===== src/sv/vsc_pkg.sv =====
`default_nettype none
package vsc_pkg;

  localparam int FracBits = 12;
  localparam int Margin   = 45;
  localparam int PosW     = 16 + FracBits;
  // numerator: pos*ease + tgt<<F * dt, each < 2^(PosW+16)
  localparam int NumW     = PosW + 17;
  localparam int DivW     = 17;

  typedef enum logic [1:0] {
    REQ_TICK   = 2'd0,
    REQ_SCROLL = 2'd1,
    REQ_FIT    = 2'd2,
    REQ_NONE   = 2'd3
  } req_t;

  typedef enum logic [2:0] {
    CFG_EASE  = 3'd0,
    CFG_WW    = 3'd1,
    CFG_WH    = 3'd2,
    CFG_VW    = 3'd3,
    CFG_VH    = 3'd4
  } cfg_idx_t;

  typedef struct packed {
    logic [1:0]         req_type;
    logic [15:0]        tick_time;
    logic signed [15:0] corner_ax;
    logic signed [15:0] corner_ay;
    logic signed [15:0] corner_bx;
    logic signed [15:0] corner_by;
    logic [2:0]         req_priority;
    logic [23:0]        stay_time;
  } req_word_t;

  typedef struct packed {
    logic [15:0] view_x;
    logic [15:0] view_y;
    logic        redraw;
    logic        accepted;
    logic [15:0] goal_x;
    logic [15:0] goal_y;
    logic [2:0]  held_priority;
  } res_word_t;

endpackage
`default_nettype wire


===== src/sv/vsc_if.sv =====
`default_nettype none
interface vsc_req_if import vsc_pkg::*; ();
  logic      valid;
  logic      ready;
  req_word_t data;
  modport source (output valid, output data, input ready);
  modport sink (input valid, input data, output ready);
endinterface

interface vsc_res_if import vsc_pkg::*; ();
  logic      valid;
  logic      ready;
  res_word_t data;
  modport source (output valid, output data, input ready);
  modport sink (input valid, input data, output ready);
endinterface

interface vsc_cfg_if ();
  logic        valid;
  logic        ready;
  logic [2:0]  index;
  logic [15:0] wdata;
  modport source (output valid, output index, output wdata, input ready);
  modport sink (input valid, input index, input wdata, output ready);
endinterface
`default_nettype wire


===== src/sv/vsc_queue.sv =====
`default_nettype none
module vsc_queue import vsc_pkg::*; (
  input  wire logic      clk,
  input  wire logic      rst,
  input  wire logic      in_valid,
  output logic           in_ready,
  input  wire req_word_t in_data,
  output logic           out_valid,
  input  wire logic      out_ready,
  output req_word_t      out_data
);
  // two-entry queue between front and back
  req_word_t  mem [2];
  logic       wp;
  logic       rp;
  logic [1:0] cnt;

  assign in_ready  = (cnt != 2'd2);
  assign out_valid = (cnt != 2'd0);
  assign out_data  = mem[rp];

  always_ff @(posedge clk) begin
    if (in_valid && in_ready) mem[wp] <= in_data;
  end

  always_ff @(posedge clk) begin
    if (rst) begin
      wp  <= 1'b0;
      rp  <= 1'b0;
      cnt <= 2'd0;
    end else begin
      if (in_valid && in_ready) wp <= ~wp;
      if (out_valid && out_ready) rp <= ~rp;
      cnt <= cnt + 2'((in_valid && in_ready) ? 1 : 0) - 2'((out_valid && out_ready) ? 1 : 0);
    end
  end
endmodule
`default_nettype wire


===== src/sv/vsc_divider.sv =====
`default_nettype none
module vsc_divider import vsc_pkg::*; (
  input  wire logic            clk,
  input  wire logic            rst,
  input  wire logic            start,
  input  wire logic [NumW-1:0] num,
  input  wire logic [DivW-1:0] den,
  output logic                 done,
  output logic [NumW-1:0]      quo
);
  // restoring divider, one quotient bit a cycle
  localparam int CntW = $clog2(NumW + 1);
  logic [NumW-1:0] q;
  logic [DivW:0]   rem;
  logic [DivW-1:0] d;
  logic [CntW-1:0] cnt;
  logic            busy;
  logic [DivW:0]   trial;
  logic [DivW:0]   diff;

  assign trial = {rem[DivW-1:0], q[NumW-1]};
  assign diff  = trial - {1'b0, d};
  assign quo   = q;

  always_ff @(posedge clk) begin
    if (rst) begin
      busy <= 1'b0;
      done <= 1'b0;
      cnt  <= '0;
    end else begin
      done <= 1'b0;
      if (start) begin
        busy <= 1'b1;
        q    <= num;
        d    <= den;
        rem  <= '0;
        cnt  <= CntW'(NumW);
      end else if (busy) begin
        if (!diff[DivW]) begin
          rem <= diff;
          q   <= {q[NumW-2:0], 1'b1};
        end else begin
          rem <= trial;
          q   <= {q[NumW-2:0], 1'b0};
        end
        cnt <= cnt - CntW'(1);
        if (cnt == CntW'(1)) begin
          busy <= 1'b0;
          done <= 1'b1;
        end
      end
    end
  end
endmodule
`default_nettype wire


===== src/sv/vsc_back.sv =====
`default_nettype none
module vsc_back import vsc_pkg::*; (
  input  wire logic        clk,
  input  wire logic        rst,
  input  wire logic        in_valid,
  output logic             in_ready,
  input  wire req_word_t   in_data,
  output logic             res_valid,
  input  wire logic        res_ready,
  output res_word_t        res_data,
  input  wire logic [15:0] ease_time,
  input  wire logic [15:0] world_width,
  input  wire logic [15:0] world_height,
  input  wire logic [11:0] view_width,
  input  wire logic [11:0] view_height
);
  typedef enum logic [2:0] {
    S_IDLE, S_MULA, S_MULB, S_DIV, S_FINISH, S_OUT
  } state_t;

  localparam logic [PosW-1:0] OnePix  = PosW'(1) << FracBits;
  localparam logic [PosW-1:0] HalfPix = PosW'(1) << (FracBits - 1);

  state_t          state;
  req_word_t       req;
  logic            axis;
  logic [PosW-1:0] pos_x_fix, pos_y_fix;
  logic [15:0]     target_x, target_y;
  logic [2:0]      cur_priority;
  logic [23:0]     stay_left;
  logic [NumW-1:0] num;
  logic            rx;
  logic [15:0]     old_x, old_y;
  logic            reached_x;
  logic            redraw, accepted;

  // shared multiplier operands, one product per cycle
  logic [PosW-1:0] mul_a;
  logic [15:0]     mul_b;
  logic [PosW+15:0] prod;
  logic [PosW-1:0] cur_pos;
  logic [15:0]     cur_tgt;
  logic [PosW-1:0] tfix;
  logic [DivW-1:0] den;
  logic            div_done;
  logic [NumW-1:0] quo;
  logic [PosW-1:0] newpos, adiff;
  logic            reach;

  assign cur_pos = axis ? pos_y_fix : pos_x_fix;
  assign cur_tgt = axis ? target_y : target_x;
  assign tfix    = {cur_tgt, FracBits'(0)};
  assign den     = {1'b0, req.tick_time} + {1'b0, ease_time};
  assign mul_a   = (state == S_MULA) ? cur_pos : tfix;
  assign mul_b   = (state == S_MULA) ? ease_time : req.tick_time;
  assign prod    = mul_a * mul_b;

  vsc_divider u_div (
    .clk(clk), .rst(rst), .start(state == S_MULB && den != '0),
    .num(num + NumW'(prod)), .den(den), .done(div_done), .quo(quo)
  );

  // settle the new position and snap test for the current axis
  always_comb begin
    newpos = (den != '0) ? quo[PosW-1:0] : cur_pos;
    adiff  = (newpos > tfix) ? newpos - tfix : tfix - newpos;
    reach  = adiff < OnePix;
  end

  // make-visible and scroll evaluation
  logic signed [18:0] ipx, ipy, nx, ny, lox, hix, loy, hiy;
  logic               moved;
  logic signed [18:0] px, py, hcx, hcy;
  logic [15:0]        cx, cy;
  logic               do_scroll, take;
  logic [PosW:0]      rnd_x, rnd_y;

  always_comb begin
    ipx = 19'(pos_x_fix[PosW-1:FracBits]);
    ipy = 19'(pos_y_fix[PosW-1:FracBits]);
    // round half up, keeping the carry out of the top pixel
    rnd_x = {1'b0, pos_x_fix} + {1'b0, HalfPix};
    rnd_y = {1'b0, pos_y_fix} + {1'b0, HalfPix};
    nx  = 19'(rnd_x[PosW:FracBits]);
    ny  = 19'(rnd_y[PosW:FracBits]);
    lox = ipx + 19'(Margin);
    hix = ipx + 19'(view_width) - 19'(Margin);
    loy = ipy + 19'(Margin);
    hiy = ipy + 19'(view_height) - 19'(Margin);
    moved = 1'b0;
    if (19'(req.corner_ax) < lox) begin nx = nx - (lox - 19'(req.corner_ax)); moved = 1'b1; end
    if (19'(req.corner_bx) > hix) begin nx = nx + (19'(req.corner_bx) - hix); moved = 1'b1; end
    if (19'(req.corner_ay) < loy) begin ny = ny - (loy - 19'(req.corner_ay)); moved = 1'b1; end
    if (19'(req.corner_by) > hiy) begin ny = ny + (19'(req.corner_by) - hiy); moved = 1'b1; end
    if (req.req_type == REQ_SCROLL) begin
      px = 19'(req.corner_ax);
      py = 19'(req.corner_ay);
      do_scroll = 1'b1;
    end else if (moved) begin
      px = nx;
      py = ny;
      do_scroll = (req.req_type == REQ_FIT);
    end else begin
      px = ipx;
      py = ipy;
      do_scroll = (req.req_type == REQ_FIT) && (req.stay_time != '0);
    end
    hcx = 19'(world_width) - 19'(view_width);
    hcy = 19'(world_height) - 19'(view_height);
    if (px > hcx) px = hcx;
    if (px < 0) px = '0;
    if (py > hcy) py = hcy;
    if (py < 0) py = '0;
    cx = px[15:0];
    cy = py[15:0];
    take = do_scroll && (req.req_priority >= cur_priority);
  end

  assign in_ready  = (state == S_IDLE);
  assign res_valid = (state == S_OUT);
  assign res_data  = '{view_x: pos_x_fix[PosW-1:FracBits], view_y: pos_y_fix[PosW-1:FracBits],
                       redraw: redraw, accepted: accepted, goal_x: target_x,
                       goal_y: target_y, held_priority: cur_priority};

  always_ff @(posedge clk) begin
    if (rst) begin
      state        <= S_IDLE;
      pos_x_fix    <= '0;
      pos_y_fix    <= '0;
      target_x     <= '0;
      target_y     <= '0;
      cur_priority <= '0;
      stay_left    <= '0;
      redraw       <= 1'b0;
      accepted     <= 1'b0;
      axis         <= 1'b0;
    end else begin
      case (state)
        S_IDLE: begin
          if (in_valid) begin
            req      <= in_data;
            axis     <= 1'b0;
            redraw   <= 1'b0;
            accepted <= 1'b0;
            old_x    <= pos_x_fix[PosW-1:FracBits];
            old_y    <= pos_y_fix[PosW-1:FracBits];
            state    <= (in_data.req_type == REQ_TICK) ? S_MULA : S_FINISH;
          end
        end
        S_MULA: begin
          num   <= NumW'(prod);
          state <= S_MULB;
        end
        S_MULB: begin
          state <= S_DIV;
        end
        S_DIV: begin
          if (div_done || den == '0) begin
            if (!axis) begin
              pos_x_fix <= reach ? tfix : newpos;
              reached_x <= reach;
              axis      <= 1'b1;
              state     <= S_MULA;
            end else begin
              pos_y_fix <= reach ? tfix : newpos;
              rx        <= reached_x && reach;
              state     <= S_FINISH;
            end
          end
        end
        S_FINISH: begin
          if (req.req_type == REQ_TICK) begin
            if (rx) begin
              if (stay_left <= 24'(req.tick_time)) begin
                stay_left    <= '0;
                cur_priority <= '0;
              end else begin
                stay_left <= stay_left - 24'(req.tick_time);
              end
            end
            redraw <= (pos_x_fix[PosW-1:FracBits] != old_x) ||
                      (pos_y_fix[PosW-1:FracBits] != old_y);
          end else if (take) begin
            target_x     <= cx;
            target_y     <= cy;
            cur_priority <= req.req_priority;
            stay_left    <= req.stay_time;
            accepted     <= 1'b1;
          end
          state <= S_OUT;
        end
        S_OUT: begin
          if (res_ready) state <= S_IDLE;
        end
        default: state <= S_IDLE;
      endcase
    end
  end
endmodule
`default_nettype wire


===== src/sv/viewport_scroll_controller_unit.sv =====
`default_nettype none
// Viewport scroll controller. Each request word gives one result word. A tick
// runs x, then y, through the multiplier and divider: both axes share one
// multiplier and one restoring divider that yields a quotient bit per cycle.
// Scroll and make-visible requests go from idle to the finish and output
// states. A word enters the two-word queue in front of the executing unit,
// then the unit's request register when it is idle; the queue takes requests
// while a result waits. Write registers only while no request is in flight.
module viewport_scroll_controller_unit import vsc_pkg::*; (
  input wire logic  clk,
  input wire logic  rst,
  vsc_req_if.sink   req,
  vsc_res_if.source res,
  vsc_cfg_if.sink   cfg
);
  logic [15:0] ease_time, world_width, world_height;
  logic [11:0] view_width, view_height;
  logic        q_valid, q_ready;
  req_word_t   q_data;

  // configuration registers
  assign cfg.ready = 1'b1;
  always_ff @(posedge clk) begin
    if (rst) begin
      ease_time    <= 16'd819;
      world_width  <= '0;
      world_height <= '0;
      view_width   <= 12'd640;
      view_height  <= 12'd480;
    end else if (cfg.valid) begin
      case (cfg.index)
        CFG_EASE: ease_time    <= cfg.wdata;
        CFG_WW:   world_width  <= cfg.wdata;
        CFG_WH:   world_height <= cfg.wdata;
        CFG_VW:   view_width   <= cfg.wdata[11:0];
        CFG_VH:   view_height  <= cfg.wdata[11:0];
        default: ;
      endcase
    end
  end

  vsc_queue u_queue (
    .clk(clk), .rst(rst), .in_valid(req.valid), .in_ready(req.ready), .in_data(req.data),
    .out_valid(q_valid), .out_ready(q_ready), .out_data(q_data)
  );

  vsc_back u_back (
    .clk(clk), .rst(rst), .in_valid(q_valid), .in_ready(q_ready), .in_data(q_data),
    .res_valid(res.valid), .res_ready(res.ready), .res_data(res.data),
    .ease_time(ease_time), .world_width(world_width), .world_height(world_height),
    .view_width(view_width), .view_height(view_height)
  );
endmodule
`default_nettype wire

===== src/flat_wrapper.sv =====
// flat-port wrapper written by rule: the top's interface ports become plain ports
module viewport_scroll_controller_unit_flat import vsc_pkg::*;
  (clk, rst, req_valid, req_data, req_ready, res_valid, res_data, res_ready, cfg_valid, cfg_index, cfg_wdata, cfg_ready);
  vsc_req_if req_i ();
  vsc_res_if res_i ();
  vsc_cfg_if cfg_i ();
  input wire logic clk;
  input wire logic rst;
  input wire logic [$bits(req_i.valid)-1:0] req_valid;
  input wire logic [$bits(req_i.data)-1:0] req_data;
  output wire logic [$bits(req_i.ready)-1:0] req_ready;
  output wire logic [$bits(res_i.valid)-1:0] res_valid;
  output wire logic [$bits(res_i.data)-1:0] res_data;
  input wire logic [$bits(res_i.ready)-1:0] res_ready;
  input wire logic [$bits(cfg_i.valid)-1:0] cfg_valid;
  input wire logic [$bits(cfg_i.index)-1:0] cfg_index;
  input wire logic [$bits(cfg_i.wdata)-1:0] cfg_wdata;
  output wire logic [$bits(cfg_i.ready)-1:0] cfg_ready;
  assign req_i.valid = req_valid;
  assign req_i.data = req_data;
  assign req_ready = req_i.ready;
  assign res_valid = res_i.valid;
  assign res_data = res_i.data;
  assign res_i.ready = res_ready;
  assign cfg_i.valid = cfg_valid;
  assign cfg_i.index = cfg_index;
  assign cfg_i.wdata = cfg_wdata;
  assign cfg_ready = cfg_i.ready;
  viewport_scroll_controller_unit u_core (.clk(clk), .rst(rst), .req(req_i), .res(res_i), .cfg(cfg_i));
endmodule

===== config.mk =====
export PLATFORM = sky130hd
export DESIGN_NAME = viewport_scroll_controller_unit_flat
export DESIGN_NICKNAME = d
export VERILOG_FILES = /design/src/sv/vsc_pkg.sv /design/src/sv/vsc_if.sv /design/src/sv/vsc_queue.sv /design/src/sv/vsc_divider.sv /design/src/sv/vsc_back.sv /design/src/sv/viewport_scroll_controller_unit.sv /design/src/flat_wrapper.sv
export SDC_FILE = /design/constraint.sdc
export NUM_CORES = 2
export LEC_CHECK = 0
export BUFFER_PORTS_ARGS = -buffer_cell sky130_fd_sc_hd__buf_2
export CAP_MARGIN = 20
export CORE_MARGIN = 1.5
export CORE_UTILIZATION = 65
export CTS_BUF_LIST = sky130_fd_sc_hd__clkbuf_2
export DETAILED_ROUTE_END_ITERATION = 10
export PLACE_DENSITY_LB_ADDON = 0.12
export SETUP_SLACK_MARGIN = 0.3
export SYNTH_ARGS = -nofsm -noshare
export SYNTH_HDL_FRONTEND = slang
export SYNTH_SLANG_ARGS = --single-unit

===== constraint.sdc =====
create_clock -name clk -period 11.5 [get_ports clk]
set_clock_uncertainty 0.05 [all_clocks]
set_input_delay 1.15 -clock clk [delete_from_list [all_inputs] [get_ports clk]]
set_output_delay 1.15 -clock clk [all_outputs]
set_load 0.01 [all_outputs]

==> impl_metrics.csv <==
group,metric,value,unit
status,status,"finished clean",
pwr,p_seq_share,18.2,%
synth,yosys_warnings,0,
synth,ys.flop_type,"edfxtp_1",
grt,grt_pass1_wl,280,mm
placement,placed_cells,7656,
cts,cts_max_path_buffers,3,
worst_setup_path,crit_slowest_cell,"dfxtp_1",
timing,finalSetupViolCount,0,
worst_setup_path,reg2reg_to,"u_core.u_back.u_div.quo[44]$_DFFE_PP_",
hold_path,hp-class,"input port to flip-flop",
layout,seq_area,18700,um^2
cts,cts_tree,"done",
placement,port_buffers,203,
pwr,power_density,300,nW/um^2
worst_setup_path,crit_path_max_fanout,12,
pwr,combPwrFrac,72.8,%
detailed_routing,drt_wl_total,183,mm
pwr,pwr-share-clk,9.0,%
worst_setup_path,crit_type,"flip-flop to flip-flop",
worst_setup_path,cpPeakStageDelay,0.69,ns
grt,overflow,0,
worst_setup_path,arrival,11.88,ns
detailed_routing,ant_nets,0,
worst_setup_path,cp-end-kind,"flip-flop",
worst_setup_path,cp.required,12.60,ns
detailed_routing,drt_first_pass_iters,8,
layout,multi_input_area,36400,um^2
layout,final_common_cell,"inv_1",
floorplanning,die_x,306,um
timing,fin_crit_sh,93.8,%
synth,syn_avg_cell_area,9.34,um^2
grt,antenna_found_initial,4,
timing,worstMarginPinSlew,1.22,ns
grt,grt_pass1_vias,48700,
layout,layout.cells.non_filler,8107,
floorplanning,fp.dieH,306,um
timing,rsz0062_at_grt,"yes",
worst_setup_path,cp.depth,37,
placement,dp_hpwl,142,mm
floorplanning,core_area,91400,um^2
layout,fill_cells,7167,
job,drv_cap,0,
timing,fmax,92.7,MHz
cts,clkTransAtPathRegs,0.11,ns
synth,synth_edf_count,484,
synth,syn_area,59800,um^2
pwr,ir_drop,0.570,mV
worst_setup_path,crit_path_end,"u_core.u_back.u_div.quo[44]$_DFFE_PP_",
pwr,power,19.6,mW
detailed_routing,vias,48900,
floorplanning,dieArea,93800,um^2
detailed_routing,drt_iter0_drc,4860,
floorplanning,floorplan.initialDensity,65.4,%
worst_setup_path,startpoint,"u_core.u_back.pos_x_fix[22]$_SDFFE_PP0P_",
synth,yosysUniqueCellTypes,99,
timing,hold_violations,0,
synth,ys_seq_elements,690,
floorplanning,rows,111,
timing,whs,0.161,ns
timing,min_period,10.79,ns
cts,root_buffer,"clkbuf_2",
cts,clock-sinks,690,
layout,fin_nets,7874,
synth,yosysSeqAreaShare,31.2,%
cts,h-tree-depth,4,
timing,slew_headroom,17.9,%
grt,grt_max_degree,87,
hold_path,min_path_cells,4,
timing,fin_tns_setup,0,ns
layout,layout_common_cells,"954 x inv_1, 734 x nand2_1, 520 x ha_1, 484 x edfxtp_1, 441 x fa_1",
worst_setup_path,rrSetupSlack,0.71,ns
pwr,swShare,50.3,%
layout,drive_above_1_share,12.5,%
pwr,internal_power,9.74,mW
layout,syn_to_final_growth,9.43,%
placement,gp_congestion,1.08,
timing,slew_violations,0,
worst_setup_path,cp_num_buf_inv,6,
detailed_routing,vias_per_cell,6.03,
synth,syn-num-nets,7492,
synth,synth-async-reset-ratio,0,%
worst_setup_path,rr_startpoint,"u_core.u_back.pos_x_fix[22]$_SDFFE_PP0P_",
cts,clk_latency,1.55,ns
floorplanning,num_io_pins,205,
cts,cts_inserted_buffers,174,
worst_setup_path,crit_path_start_kind,"flip-flop",
detailed_routing,drc,0,
worst_setup_path,r2r_cells,37,
worst_setup_path,crit_family,"compound AO/OA/AOI/OAI gates",
layout,final_util,71.6,%
synth,synthCells,6398,
grt,grt_usage,39.4,%
detailed_routing,routedWlPerCell,22.6,um
pwr,switching_power,9.88,mW
pwr,p_leak,29.4,nW
==> power by group through the flow <==
stage               combinational, mW  sequential [mW]  clock, mW
finish                           14.3             3.58       1.76
global route                     16.0             3.60       1.91
CTS                              14.0             3.56       1.78
detailed placement               13.8             3.62          0
global placement                 13.5             3.60          0
floorplan                        10.4             3.53          0
==> per-stage QoR <==
stage	setup slack, ns	cell area (um^2)
global route	0.286	65400
global placement	0.671	62200
finish	0.714	65400
floorplan	1.32	59800
CTS	0.379	65200
detailed placement	0.367	62300
==> repair_timing <==
action | 4_1_cts | 5_1_grt
pin swaps | 0 | 1
hold endpoints to repair | 278 | 0
setup buffers | 0 | 5
hold buffers | 126 | 0
endpoints found under the setup margin | 1 | 19
gates resized for setup | 2 | 25
==> synth_stat cells, types with 17 or more instances <==
library cell,count,area [um^2]
nand3_1,101,505
nor3_1,75,375
o211ai_1,37,278
nand4_1,41,257
inv_1,954,3580
nand2b_1,36,225
fa_1,441,8830
a21boi_0,40,300
o21a_1,51,383
nor2b_1,55,344
o21bai_1,58,435
buf_4,35,263
clkbuf_1,230,863
nand2_1,736,2760
a21o_1,100,751
a21oi_1,341,1710
nor2_1,430,1610
o21ai_0,286,1430
and3_1,41,257
o31ai_1,19,143
a211oi_1,67,503
xor2_1,62,543
dfxtp_1,206,4120
edfxtp_1,484,14500
mux2_2,135,1520
a31oi_1,26,163
nand3b_1,19,143
xnor2_1,260,2280
a211o_1,17,149
nor4_1,30,188
or3_1,27,169
a22oi_1,40,300
ha_1,520,6510
mux2i_1,79,791
and2_1,96,601
==> layout make-up <==
type,count,area share [%]
diodes,4,0.0153
flip-flops and latches,690,28.6
multi-input cells,4471,55.7
clock buffers,269,2.06
inverters,955,5.48
well taps,1186,2.27
repair buffers,488,5.44
clock inverters,44,0.461
==> worst register-to-register path: cells and delay by family (launching register included) <==
kind                       cells  cell delay [ns]
AOI/OAI and AO/OA             16             3.93
xor gates and xnor gates       1             0.17
adders and majority gates      8             3.77
buffers and inverters          6             0.59
DFF                            1             0.69
muxes                          1             0.38
and+or+nand+nor                5             0.84
==> layer usage <==
metal  GRT usage, %  share of wire (%)  vias to the layer above
li1               -                  -                    22400
met1           52.2                 40                    23600
met2           61.2                 45                     2339
met3           8.39                9.8                      508
met4           20.6                5.5                        2
met5              0             0.0055                        -
==> sequential cells by signal (all words and copies together), names as in the netlist, 16 cells and up, named ones only <==
register	count
u_core.ease_time	16
u_core.u_back.num	44
u_core.u_back.old_x	16
u_core.u_back.old_y	16
u_core.u_back.pos_x_fix	28
u_core.u_back.pos_y_fix	28
u_core.u_back.req	109
u_core.u_back.stay_left	24
u_core.u_back.target_x	16
u_core.u_back.target_y	16
u_core.u_back.u_div.d	17
u_core.u_back.u_div.quo	45
u_core.u_back.u_div.rem	17
u_core.u_queue.mem	218
u_core.world_height	16
u_core.world_width	16
==> cells by family (layout without fill, tap and decap cells) <==
group                      after synthesis  in the layout  share of synthesized area (%)
xor gates and xnor gates               323            323                           4.75
muxes                                  214            214                           3.87
AOI/OAI and AO/OA                     1224           1224                           13.1
and+or+nand+nor                       1748           1748                           13.3
adders and majority gates              961            961                           25.7
other                                    1              5                        0.00628
DFF                                    690            690                           31.2
buffers and inverters                 1237           1756                           8.06
==> worst min path at each step <==
stage / to / slack (ns) / start
final: u_core.u_queue.wp$_SDFFE_PP0P_ / 0.16 / req_valid
after global placement: u_core.view_height[1]$_SDFFE_PP0P_ / 0.39 / u_core.view_height[1]$_SDFFE_PP0P_
after global routing: u_core.u_queue.wp$_SDFFE_PP0P_ / 0.10 / req_valid
after floorplan: u_core.u_back.old_x[10]$_DFFE_PP_ / 0.38 / u_core.u_back.pos_x_fix[22]$_SDFFE_PP0P_
after CTS: u_core.u_queue.wp$_SDFFE_PP0P_ / 0.01 / req_valid
after detailed placement: u_core.view_width[4]$_SDFFE_PP0P_ / 0.40 / u_core.view_width[4]$_SDFFE_PP0P_
(Power assumes the default switching activity.)
